[src/hw/rtl/ac_zero_cross_phase_tracker_unit_assert.svh]
// Assertion macros for the zero-cross phase tracker.
`ifndef AC_ZERO_CROSS_PHASE_TRACKER_UNIT_ASSERT_SVH
`define AC_ZERO_CROSS_PHASE_TRACKER_UNIT_ASSERT_SVH

// same-cycle implication
`define AZ_ASSERT_IMPL(label, clk_s, rst_s, ante, cons, msg) \
  label: assert property (@(posedge clk_s) disable iff (!rst_s) (ante) |-> (cons)) \
    else $error(msg);

// next-cycle implication
`define AZ_ASSERT_NEXT(label, clk_s, rst_s, ante, cons, msg) \
  label: assert property (@(posedge clk_s) disable iff (!rst_s) (ante) |=> (cons)) \
    else $error(msg);

`endif

[src/hw/rtl/ac_zct_pkg.sv]
// Package: shared constants and types of the zero-cross phase tracker.
`timescale 1ns / 1ps
package ac_zct_pkg;

  localparam int PERIOD_W   = 20;
  localparam int TS_W       = 32;
  localparam int PW_W       = 16;
  localparam int DIVIDEND_W = 21;

  localparam int UPDATE_INTERVAL_LOG2_DEF = 8;
  localparam int AVERAGE_SHIFT_DEF        = 5;

  localparam logic [PERIOD_W-1:0] PERIOD_MAX   = 20'hFFFFF;
  localparam logic [PERIOD_W-1:0] PERIOD_RESET = 20'd10000;
  localparam logic [TS_W-1:0]     WAIT_LIMIT   = 32'd40000;

  localparam logic [1:0] MODE_PRESS   = 2'd0;
  localparam logic [1:0] MODE_RELEASE = 2'd1;
  localparam logic [1:0] MODE_QUERY   = 2'd2;

  typedef struct packed {
    logic                  start;
    logic [DIVIDEND_W-1:0] dividend;
    logic [PERIOD_W-1:0]   divisor;
  } div_req_t;

  typedef struct packed {
    logic                done;
    logic [PERIOD_W-1:0] rem;
  } div_sts_t;

endpackage

[src/hw/rtl/ac_zct_if.sv]
// Handshake interfaces for the input and result words.
`timescale 1ns / 1ps
interface ac_zct_in_if;
  logic                         valid;
  logic                         ready;
  logic [1:0]                   mode;
  logic [ac_zct_pkg::TS_W-1:0]     timestamp_us;
  logic [ac_zct_pkg::PW_W-1:0]     pulse_width_ms;
  logic [ac_zct_pkg::PERIOD_W-1:0] relay_delay_us;

  modport source (output valid, mode, timestamp_us, pulse_width_ms, relay_delay_us,
                  input ready);
  modport sink (input valid, mode, timestamp_us, pulse_width_ms, relay_delay_us,
                output ready);
endinterface

interface ac_zct_out_if;
  logic                            valid;
  logic                            ready;
  logic                            wait_valid;
  logic [ac_zct_pkg::PERIOD_W-1:0] wait_us;
  logic [ac_zct_pkg::PERIOD_W-1:0] period_us;
  logic [ac_zct_pkg::PW_W-1:0]     pulse_width;
  logic [ac_zct_pkg::TS_W-1:0]     edge_count;

  modport source (output valid, wait_valid, wait_us, period_us, pulse_width, edge_count,
                  input ready);
  modport sink (input valid, wait_valid, wait_us, period_us, pulse_width, edge_count,
                output ready);
endinterface

[src/hw/rtl/ac_zero_cross_phase_tracker_unit.sv]
// Top level: mains period tracker with zero-crossing wait prediction.
// Flow: an accepted word passes an execute state, then a done state that registers the
// result when the output is free; a wait query whose raw wait is negative and must be
// wrapped modulo the period first runs the remainder unit, one dividend bit a cycle over
// 21 bits. A new word is taken only after the previous result has been registered.
// Reset: synchronous; period 10000 us, edge count, last edge time and width zero.
`timescale 1ns / 1ps
`include "ac_zero_cross_phase_tracker_unit_assert.svh"
module ac_zero_cross_phase_tracker_unit #(
  parameter int UPDATE_INTERVAL_LOG2 = ac_zct_pkg::UPDATE_INTERVAL_LOG2_DEF,
  parameter int AVERAGE_SHIFT        = ac_zct_pkg::AVERAGE_SHIFT_DEF
) (
  input logic         clk,
  input logic         rst_n,
  ac_zct_in_if.sink   in_ch,
  ac_zct_out_if.source out_ch
);

  localparam int PW = ac_zct_pkg::PERIOD_W;
  localparam int TW = ac_zct_pkg::TS_W;
  localparam int AW = PW + AVERAGE_SHIFT + 2;
  localparam int XW = PW + 3;

  typedef enum logic [3:0] {
    S_IDLE = 4'b0001,
    S_EXEC = 4'b0010,
    S_DIV  = 4'b0100,
    S_DONE = 4'b1000
  } state_t;

  state_t state_r, state_nxt;

  logic [1:0]                  mode_r;
  logic [TW-1:0]               ts_r;
  logic [ac_zct_pkg::PW_W-1:0] pw_r;
  logic [PW-1:0]               delay_r;

  logic [TW-1:0]               cnt_r, cnt_nxt;
  logic [PW-1:0]               period_r, period_nxt;
  logic [TW-1:0]               last_r, last_nxt;
  logic [ac_zct_pkg::PW_W-1:0] width_r, width_nxt;
  logic                        wvalid_r, wvalid_nxt;
  logic [PW-1:0]               wait_r, wait_nxt;

  logic                        out_valid_r;
  logic                        out_wvalid_r;
  logic [PW-1:0]               out_wait_r;
  logic [PW-1:0]               out_period_r;
  logic [ac_zct_pkg::PW_W-1:0] out_width_r;
  logic [TW-1:0]               out_cnt_r;

  logic [TW-1:0] el;
  logic [TW-1:0] cnt_inc;
  logic          chk;
  logic          discard;
  logic [AW-1:0] avg_sum;
  logic [AW-1:0] avg_np;
  logic          q_fail;
  logic [XW-1:0] xq;
  logic [XW-1:0] xneg;
  logic          out_free;

  ac_zct_pkg::div_req_t div_req;
  ac_zct_pkg::div_sts_t div_sts;

  ac_zct_div u_div (
    .clk  (clk),
    .rst_n(rst_n),
    .req  (div_req),
    .sts  (div_sts)
  );

  assign el      = ts_r - last_r;
  assign cnt_inc = cnt_r + 1'b1;
  assign chk     = (cnt_r != '0) && (cnt_inc[UPDATE_INTERVAL_LOG2-1:0] == '0);
  assign discard = chk && ((el <= TW'(period_r >> 1)) || (el >= TW'({period_r, 1'b0})));

  // (p * (2^S - 1) + el) >> S; el < 2p here
  assign avg_sum = AW'({period_r, {AVERAGE_SHIFT{1'b0}}}) - AW'(period_r) + el[AW-1:0];
  assign avg_np  = avg_sum >> AVERAGE_SHIFT;

  assign q_fail = (cnt_r == '0) || (el > ac_zct_pkg::WAIT_LIMIT);
  assign xq     = XW'(period_r) - XW'(el[15:0]) - XW'(delay_r);
  assign xneg   = XW'(0) - xq;

  assign out_free = !out_valid_r || out_ch.ready;

  always_comb begin
    state_nxt        = state_r;
    cnt_nxt          = cnt_r;
    period_nxt       = period_r;
    last_nxt         = last_r;
    width_nxt        = width_r;
    wvalid_nxt       = wvalid_r;
    wait_nxt         = wait_r;
    div_req.start    = 1'b0;
    div_req.dividend = xneg[ac_zct_pkg::DIVIDEND_W-1:0];
    div_req.divisor  = period_r;
    case (state_r)
      S_IDLE: begin
        if (in_ch.valid) begin
          state_nxt = S_EXEC;
        end
      end
      S_EXEC: begin
        wvalid_nxt = 1'b0;
        wait_nxt   = '0;
        state_nxt  = S_DONE;
        case (mode_r)
          ac_zct_pkg::MODE_PRESS: begin
            cnt_nxt = cnt_inc;
            if (!discard) begin
              last_nxt = ts_r;
              if (chk) begin
                period_nxt = (avg_np > AW'(ac_zct_pkg::PERIOD_MAX)) ?
                             ac_zct_pkg::PERIOD_MAX : avg_np[PW-1:0];
              end
            end
          end
          ac_zct_pkg::MODE_RELEASE: begin
            width_nxt = pw_r;
          end
          ac_zct_pkg::MODE_QUERY: begin
            if (!q_fail) begin
              wvalid_nxt = 1'b1;
              if (period_r != '0) begin
                if (xq[XW-1]) begin
                  div_req.start = 1'b1;
                  state_nxt     = S_DIV;
                end else begin
                  wait_nxt = xq[PW-1:0];
                end
              end
            end
          end
          default: begin
          end
        endcase
      end
      S_DIV: begin
        if (div_sts.done) begin
          wait_nxt  = (div_sts.rem == '0) ? '0 : period_r - div_sts.rem;
          state_nxt = S_DONE;
        end
      end
      S_DONE: begin
        if (out_free) begin
          state_nxt = S_IDLE;
        end
      end
      default: begin
        state_nxt = S_IDLE;
      end
    endcase
  end

  always_ff @(posedge clk) begin
    if (!rst_n) begin
      state_r     <= S_IDLE;
      cnt_r       <= '0;
      period_r    <= ac_zct_pkg::PERIOD_RESET;
      last_r      <= '0;
      width_r     <= '0;
      wvalid_r    <= 1'b0;
      out_valid_r <= 1'b0;
    end else begin
      state_r  <= state_nxt;
      cnt_r    <= cnt_nxt;
      period_r <= period_nxt;
      last_r   <= last_nxt;
      width_r  <= width_nxt;
      wvalid_r <= wvalid_nxt;
      if (state_r == S_DONE && out_free) begin
        out_valid_r <= 1'b1;
      end else if (out_ch.ready) begin
        out_valid_r <= 1'b0;
      end
    end
  end

  always_ff @(posedge clk) begin
    wait_r <= wait_nxt;
    if (in_ch.valid && in_ch.ready) begin
      mode_r  <= in_ch.mode;
      ts_r    <= in_ch.timestamp_us;
      pw_r    <= in_ch.pulse_width_ms;
      delay_r <= in_ch.relay_delay_us;
    end
    if (state_r == S_DONE && out_free) begin
      out_wvalid_r <= wvalid_r;
      out_wait_r   <= wait_r;
      out_period_r <= period_r;
      out_width_r  <= width_r;
      out_cnt_r    <= cnt_r;
    end
  end

  assign in_ch.ready       = (state_r == S_IDLE);
  assign out_ch.valid      = out_valid_r;
  assign out_ch.wait_valid = out_wvalid_r;
  assign out_ch.wait_us    = out_wait_r;
  assign out_ch.period_us  = out_period_r;
  assign out_ch.pulse_width = out_width_r;
  assign out_ch.edge_count = out_cnt_r;

  `AZ_ASSERT_IMPL(a_div_done_in_div, clk, rst_n, div_sts.done, state_r == S_DIV, "remainder done outside wrap state")
  `AZ_ASSERT_IMPL(a_div_nonzero, clk, rst_n, state_r == S_DIV, period_r != '0, "wrap with zero period")
  `AZ_ASSERT_IMPL(a_fail_zero_wait, clk, rst_n, out_ch.valid && !out_ch.wait_valid, out_ch.wait_us == '0, "failed query with nonzero wait")
  `AZ_ASSERT_NEXT(a_cnt_press_only, clk, rst_n, !(state_r == S_EXEC && mode_r == ac_zct_pkg::MODE_PRESS), $stable(cnt_r), "edge count moved without a press edge")

endmodule

[src/hw/rtl/ac_zct_div.sv]
// Restoring remainder unit, one dividend bit per cycle.
`timescale 1ns / 1ps
module ac_zct_div (
  input  logic                 clk,
  input  logic                 rst_n,
  input  ac_zct_pkg::div_req_t req,
  output ac_zct_pkg::div_sts_t sts
);

  localparam int CNT_W = $clog2(ac_zct_pkg::DIVIDEND_W);
  localparam logic [CNT_W-1:0] LAST = CNT_W'(ac_zct_pkg::DIVIDEND_W - 1);

  logic                                busy_r;
  logic                                done_r;
  logic [CNT_W-1:0]                    cnt_r;
  logic [ac_zct_pkg::DIVIDEND_W-1:0]   num_r;
  logic [ac_zct_pkg::PERIOD_W-1:0]     den_r;
  logic [ac_zct_pkg::PERIOD_W-1:0]     rem_r;
  logic [ac_zct_pkg::PERIOD_W:0]       trial;
  logic [ac_zct_pkg::PERIOD_W:0]       diff;

  assign trial = {rem_r, num_r[ac_zct_pkg::DIVIDEND_W-1]};
  assign diff  = trial - {1'b0, den_r};

  always_ff @(posedge clk) begin
    if (!rst_n) begin
      busy_r <= 1'b0;
      done_r <= 1'b0;
      cnt_r  <= '0;
    end else begin
      done_r <= 1'b0;
      if (req.start) begin
        busy_r <= 1'b1;
        cnt_r  <= '0;
        num_r  <= req.dividend;
        den_r  <= req.divisor;
        rem_r  <= '0;
      end else if (busy_r) begin
        // partial remainder stays below the divisor
        rem_r <= diff[ac_zct_pkg::PERIOD_W] ? trial[ac_zct_pkg::PERIOD_W-1:0]
                                            : diff[ac_zct_pkg::PERIOD_W-1:0];
        num_r <= {num_r[ac_zct_pkg::DIVIDEND_W-2:0], 1'b0};
        cnt_r <= cnt_r + 1'b1;
        if (cnt_r == LAST) begin
          busy_r <= 1'b0;
          done_r <= 1'b1;
        end
      end
    end
  end

  assign sts.done = done_r;
  assign sts.rem  = rem_r;

endmodule
[src/flat_wrapper.sv]
// flat-port wrapper written by rule: the top's interface ports become plain ports
module ac_zero_cross_phase_tracker_unit_flat 
#(
  parameter int UPDATE_INTERVAL_LOG2 = ac_zct_pkg::UPDATE_INTERVAL_LOG2_DEF,
  parameter int AVERAGE_SHIFT        = ac_zct_pkg::AVERAGE_SHIFT_DEF
)
  (clk, rst_n, in_ch_valid, in_ch_mode, in_ch_timestamp_us, in_ch_pulse_width_ms, in_ch_relay_delay_us, in_ch_ready, out_ch_valid, out_ch_wait_valid, out_ch_wait_us, out_ch_period_us, out_ch_pulse_width, out_ch_edge_count, out_ch_ready);
  ac_zct_in_if in_ch_i ();
  ac_zct_out_if out_ch_i ();
  input logic clk;
  input logic rst_n;
  input wire logic [$bits(in_ch_i.valid)-1:0] in_ch_valid;
  input wire logic [$bits(in_ch_i.mode)-1:0] in_ch_mode;
  input wire logic [$bits(in_ch_i.timestamp_us)-1:0] in_ch_timestamp_us;
  input wire logic [$bits(in_ch_i.pulse_width_ms)-1:0] in_ch_pulse_width_ms;
  input wire logic [$bits(in_ch_i.relay_delay_us)-1:0] in_ch_relay_delay_us;
  output wire logic [$bits(in_ch_i.ready)-1:0] in_ch_ready;
  output wire logic [$bits(out_ch_i.valid)-1:0] out_ch_valid;
  output wire logic [$bits(out_ch_i.wait_valid)-1:0] out_ch_wait_valid;
  output wire logic [$bits(out_ch_i.wait_us)-1:0] out_ch_wait_us;
  output wire logic [$bits(out_ch_i.period_us)-1:0] out_ch_period_us;
  output wire logic [$bits(out_ch_i.pulse_width)-1:0] out_ch_pulse_width;
  output wire logic [$bits(out_ch_i.edge_count)-1:0] out_ch_edge_count;
  input wire logic [$bits(out_ch_i.ready)-1:0] out_ch_ready;
  assign in_ch_i.valid = in_ch_valid;
  assign in_ch_i.mode = in_ch_mode;
  assign in_ch_i.timestamp_us = in_ch_timestamp_us;
  assign in_ch_i.pulse_width_ms = in_ch_pulse_width_ms;
  assign in_ch_i.relay_delay_us = in_ch_relay_delay_us;
  assign in_ch_ready = in_ch_i.ready;
  assign out_ch_valid = out_ch_i.valid;
  assign out_ch_wait_valid = out_ch_i.wait_valid;
  assign out_ch_wait_us = out_ch_i.wait_us;
  assign out_ch_period_us = out_ch_i.period_us;
  assign out_ch_pulse_width = out_ch_i.pulse_width;
  assign out_ch_edge_count = out_ch_i.edge_count;
  assign out_ch_i.ready = out_ch_ready;
  ac_zero_cross_phase_tracker_unit #(.UPDATE_INTERVAL_LOG2(UPDATE_INTERVAL_LOG2), .AVERAGE_SHIFT(AVERAGE_SHIFT)) u_core (.clk(clk), .rst_n(rst_n), .in_ch(in_ch_i), .out_ch(out_ch_i));
endmodule
[config.mk]
export PLATFORM = sky130hd
export DESIGN_NAME = ac_zero_cross_phase_tracker_unit_flat
export DESIGN_NICKNAME = d
export VERILOG_FILES = /design/src/hw/rtl/ac_zct_pkg.sv /design/src/hw/rtl/ac_zct_if.sv /design/src/hw/rtl/ac_zero_cross_phase_tracker_unit.sv /design/src/hw/rtl/ac_zct_div.sv /design/src/flat_wrapper.sv
export VERILOG_INCLUDE_DIRS = /design/src /design/src/hw/rtl
export SDC_FILE = /design/constraint.sdc
export NUM_CORES = 1
export LEC_CHECK = 0
export BUFFER_PORTS_ARGS = -buffer_cell sky130_fd_sc_hd__buf_4
export CORE_UTILIZATION = 50
export CTS_CLUSTER_SIZE = 28
export DETAILED_ROUTE_END_ITERATION = 16
export PLACE_DENSITY = 0.81
export SKIP_CTS_REPAIR_TIMING = 1
export SLEW_MARGIN = 20
export SYNTH_ARGS = -nofsm -noshare
export SYNTH_HDL_FRONTEND = slang
export SYNTH_SLANG_ARGS = --single-unit
export TNS_END_PERCENT = 20
[constraint.sdc]
create_clock -name clk -period 7.5 [get_ports clk]
set_input_delay 0.75 -clock clk [delete_from_list [all_inputs] [get_ports clk]]
set_output_delay 0.75 -clock clk [all_outputs]
set_load 0.03 [all_outputs]
==> results <==
- Of all cell types, the one taking the most synthesized area is sky130_fd_sc_hd__edfxtp_1.
- The source of the critical timing path is u_core.ts_r[1].
- The via count of the first global-routing pass came to 15800.
- The register bit count reported by yosys is 353.
- The post-placement setup slack is roughly 0.27 ns.
- The clock slew at the register clock pins of the worst setup and hold paths is 0.06 ns.
- On the final layout, the worst clock skew is around 0.011 ns.
- The post-synthesis async set-or-reset flop share is 0%.
- The slack of the critical path is between 0.4 and 0.5 ns.
- The worst hold path terminates at u_core.delay_r[6].
- In this run the critical register-to-register path is captured at u_core.u_div.rem_r[8].
- No sink is reached through more buffers than the 3 on the longest clock path.
- The number of antenna violations at the first check in global routing is 0.
- After filler insertion, the fill cell instance count of the layout stands at roughly 3300.
- The worst min-delay path class is primary input to flip-flop.
- The achievable frequency is between 0.1 and 0.15 GHz.
- The tree is rooted in a sky130_fd_sc_hd__clkbuf_16.
- 165 I/O pins were placed.
- The commonest register cell after synthesis is sky130_fd_sc_hd__edfxtp_1.
- The top cell type's share of synthesized area is between 30% and 40%.
- The sort of element at the start of the critical path is a flip-flop.
- The average via count per standard cell is 5.71.
- The share of the clock period used by the worst path after layout is ~94%.
- The top fanout value on the critical path is 41.
- The wire length on met2 is roughly 24000 um.
- The iteration-0 DRC count of the detailed router is about 1100.
- Setup slack on the worst reg-to-reg path comes out at about 0.47 ns.
- The analysis attributes to cell leakage a power of 9.90 nW.
- Counting instances, the worst hold path has a depth of 1.
- The startpoint identified for the worst register-to-register timing path is u_core.ts_r[1].
- The final HPWL from detailed placement is 37600 um.
- The per-cell routed wire length is 18.1 um.
- The post-layout minimum cycle time is 7.03 ns.
- The run finished with clean final reports.
- The number of remaining DRC errors is 0.
- The number of synthesis warnings is 0.
- The max-capacitance violation count is 0.
- The post-synthesis net count is between 2000 and 2500.
- Sorting the synthesized cells by area gives the leading types as sky130_fd_sc_hd__edfxtp_1, sky130_fd_sc_hd__ha_1, sky130_fd_sc_hd__dfxtp_1, sky130_fd_sc_hd__xnor2_1, sky130_fd_sc_hd__nor2_1.
- The total power draw is 5.04 mW.
- The number of clock buffers added by TritonCTS is 38.
- The number of max-slew violations in the final report is 0.
- After detailed routing, no signal wire sits above met4.
- The transition time at the pin with the least slew margin is roughly 1.1 ns.
- The level count of the clock H-tree is 2.
- In the detailed route, the total length drawn on met3 is 2870 um.
- The overall track demand over capacity in global routing is between 20% and 30%.
- For this design the ratio of total power to cell area is about 210 nW/um^2.
- The number of cells traversed by the worst register-to-register path is 27.
- The worst hold path startpoint is in_ch_relay_delay_us[6].
- The count of nets after finishing is roughly 2500.
- The number of synthesized flops with an enable pin is 240.
- Summing the areas of all compound-gate instances in the mapped netlist gives around 14% of the synthesized area.
- In this run the vertical extent of the chip is 207 um.
- The hold violation total from the final report is 0.
- STA puts the critical path data required time at around 7.7 ns.
- The maximum ir drop on the vdd rail is roughly 0.13 mV.
- Summing every instance area after synthesis gives 21100 um^2.
- Counting every instance in the synthesized netlist gives 2052.
- The total overflow reported by the global router is 0.
- The x dimension of the die is between 200 and 250 um.
- The iteration count of the initial detailed-routing pass is 5.
- The count of endpoints failing setup in the final report is 0.
- The core region is roughly 41000 um^2.
- The initialized floorplan defines 74 standard-cell rows.
- Sequential elements use 45.0% of the synthesized area.
- The post-synthesis mux area share is about 3.6%.
- The clock sink count is 353.
- Summing over every cut layer, the via total after detailed routing is 15900.
- By area, the combinational part of the netlist is dominated by compound AO/OA/AOI/OAI gates.
- The detail route stage leaves a number of antenna-violating nets equal to 0.
- The distinct cell type count of the synthesized netlist is 94.
- The total detailed-routing wirelength is 50400 um.
- The first global-routing pass estimated between 80000 and 90000 um of wire.
- The effective utilization at floorplan is roughly half.
- After Yosys synthesis, full adders, half adders and majority gates account for approximately an eighth of the synthesized area.
- The arrival time of data at the critical path endpoint is slightly above 7 ns.
- The final RePlAce weighted congestion is ~0.95.
- The total negative slack is 0 ns.
- The wire length on met1 is about 22000 um.
- The area of the die is about 43000 um^2.
- STA classifies the critical path endpoint as a flip-flop.
- Cells with a size suffix above 1 make up a little over an eighth of the layout.
- Input and output buffers added on the ports amount to around 160.
- The worst-skew pair later-pin latency is 0.55 ns.
- The maximum number of pins on one net before global-route repair is 89.
- Dividing the synthesized area by the synthesized cell count gives around 10 um^2.
- The clock tree from TritonCTS is yes.
- The start-to-end type of the worst setup path is flip-flop to flip-flop.
- The xor/xnor cell area share of the yosys netlist is under 10%.
- The synthesized netlist devotes between 10% and 20% of its cell area to simple gates.
- The antenna diode instance count is 0.
- In this run the tightest slew margin relative to its limit is 25.3%.
- From synthesis to final layout, the design area changed by 15.0%.
[kinds of logic after synthesis]
family          after synthesis
xor+xnor                    188
mux                          74
buf+inv                     221
flops                       353
simple gates                576
fa+ha+maj                   194
compound gates              446
[power breakdown]
part	switching, mW	internal, mW	leakage, nW
registers	0.0139	2.10	3.09
clock network	0.769	1.14	0.611
logic	0.599	0.419	6.20
[stage by stage]
step           utilization [%]  hold WS (ns)  instances  cell area (um^2)
2_1_floorplan                -         0.400       2052             21100
3_3_place_gp              55.6         0.412       2721             22900
3_5_place_dp              55.6         0.405       2721             22900
4_1_cts                   58.7         0.345       2790             24200
5_1_grt                   58.8         0.348       2790             24200
6_report                  58.8         0.374       2790             24200
[synth_stat cells (23+ instances only)]
cell	n
sky130_fd_sc_hd__inv_1	177
sky130_fd_sc_hd__nand2_1	117
sky130_fd_sc_hd__xor2_1	77
sky130_fd_sc_hd__dfxtp_1	113
sky130_fd_sc_hd__mux2i_1	56
sky130_fd_sc_hd__nor4_1	23
sky130_fd_sc_hd__nand4_1	32
sky130_fd_sc_hd__xnor2_1	109
sky130_fd_sc_hd__nor3_1	39
sky130_fd_sc_hd__a21oi_1	125
sky130_fd_sc_hd__a21o_1	43
sky130_fd_sc_hd__nor2b_1	24
sky130_fd_sc_hd__o21a_1	27
sky130_fd_sc_hd__edfxtp_1	240
sky130_fd_sc_hd__nor2_1	184
sky130_fd_sc_hd__clkbuf_1	25
sky130_fd_sc_hd__nand3_1	40
sky130_fd_sc_hd__o21ai_0	89
sky130_fd_sc_hd__ha_1	181
[cell type report]
cell class              count  area [um^2]  area share (%)
inverters                 179          672            2.77
clock buffers              50         1070            4.41
multi-input cells        1478        10800            44.6
well taps                 532          666            2.75
repair buffers            179         1350            5.56
clock inverters            19          206           0.852
flip-flops and latches    353         9470            39.1
[critical path, stage by stage, from the launching register on]
cell	delay, ns
sky130_fd_sc_hd__edfxtp_1	0.43
sky130_fd_sc_hd__ha_1	0.29
sky130_fd_sc_hd__nor2b_1	0.14
sky130_fd_sc_hd__o31a_1	0.29
sky130_fd_sc_hd__o21a_1	0.21
sky130_fd_sc_hd__a21bo_2	0.22
sky130_fd_sc_hd__a21oi_2	0.18
sky130_fd_sc_hd__xnor2_2	0.21
sky130_fd_sc_hd__inv_1	0.09
sky130_fd_sc_hd__ha_1	0.34
sky130_fd_sc_hd__a21oi_2	0.07
sky130_fd_sc_hd__a21o_1	0.16
sky130_fd_sc_hd__maj3_1	0.41
sky130_fd_sc_hd__a211oi_1	0.29
sky130_fd_sc_hd__a211oi_1	0.10
sky130_fd_sc_hd__a211oi_2	0.28
sky130_fd_sc_hd__maj3_1	0.23
sky130_fd_sc_hd__o211a_1	0.18
sky130_fd_sc_hd__a21oi_1	0.06
sky130_fd_sc_hd__ha_1	0.35
sky130_fd_sc_hd__and2_1	0.21
sky130_fd_sc_hd__a31oi_1	0.15
sky130_fd_sc_hd__a211oi_1	0.14
sky130_fd_sc_hd__a21o_1	0.20
sky130_fd_sc_hd__a21o_1	0.23
sky130_fd_sc_hd__a211oi_4	0.22
sky130_fd_sc_hd__nor2_1	0.10
sky130_fd_sc_hd__nor2_4	0.86
[flip-flops by register name, indices dropped and copies added, names as in the netlist, 21 cells and up]
| signal | count |
|---|---|
| u_core.cnt_r | 32 |
| u_core.ts_r | 32 |
| u_core.u_div.num_r | 21 |
| u_core.out_ch.edge_count | 32 |
| u_core.last_r | 32 |
[cells in the final DEF, fill, tap and decap left out, drive strengths merged, types with 7 or more instances in the layout]
cell type,synthesis,routed
a211oi,19,19
a21boi,8,8
a21o,43,43
a21oi,127,127
a31oi,17,17
and2,14,14
and3,22,22
and4,7,7
buf,16,179
clkbuf,25,50
clkinv,0,9
dfxtp,113,113
edfxtp,240,240
ha,181,181
inv,179,181
maj3,8,8
mux2,18,18
mux2i,56,56
nand2,117,117
nand2b,21,21
nand3,40,40
nand3b,9,9
nand4,32,32
nor2,185,185
nor2b,24,24
nor3,40,40
nor4,24,24
o211ai,9,9
o21a,27,27
o21ai,100,100
o21bai,9,9
o221a,9,9
o22ai,14,14
o31ai,8,8
or2,7,7
or3,14,14
xnor2,109,109
xor2,79,79
[worst max-delay path by stage]
stage | end | slack [ns] | cells after the start
finish | u_core.u_div.rem_r[8] | 0.47 | 27
CTS | u_core.u_div.num_r[1] | 0.24 | 27
global route | u_core.u_div.rem_r[4] | -0.007 | 28
detailed placement | u_core.u_div.rem_r[5] | 0.27 | 27
floorplan | u_core.u_div.num_r[0] | 0.35 | 28
global placement | u_core.u_div.rem_r[1] | 0.51 | 27
[per-layer routing]
layer  global-route usage (%)  vias to the layer above
li1                         -                     7804
met1                     30.4                     7510
met4                     9.37                        0
met3                     3.29                      116
met5                        0                        -
met2                     39.2                      510
Note: power is estimated with default switching activity, not from simulation.
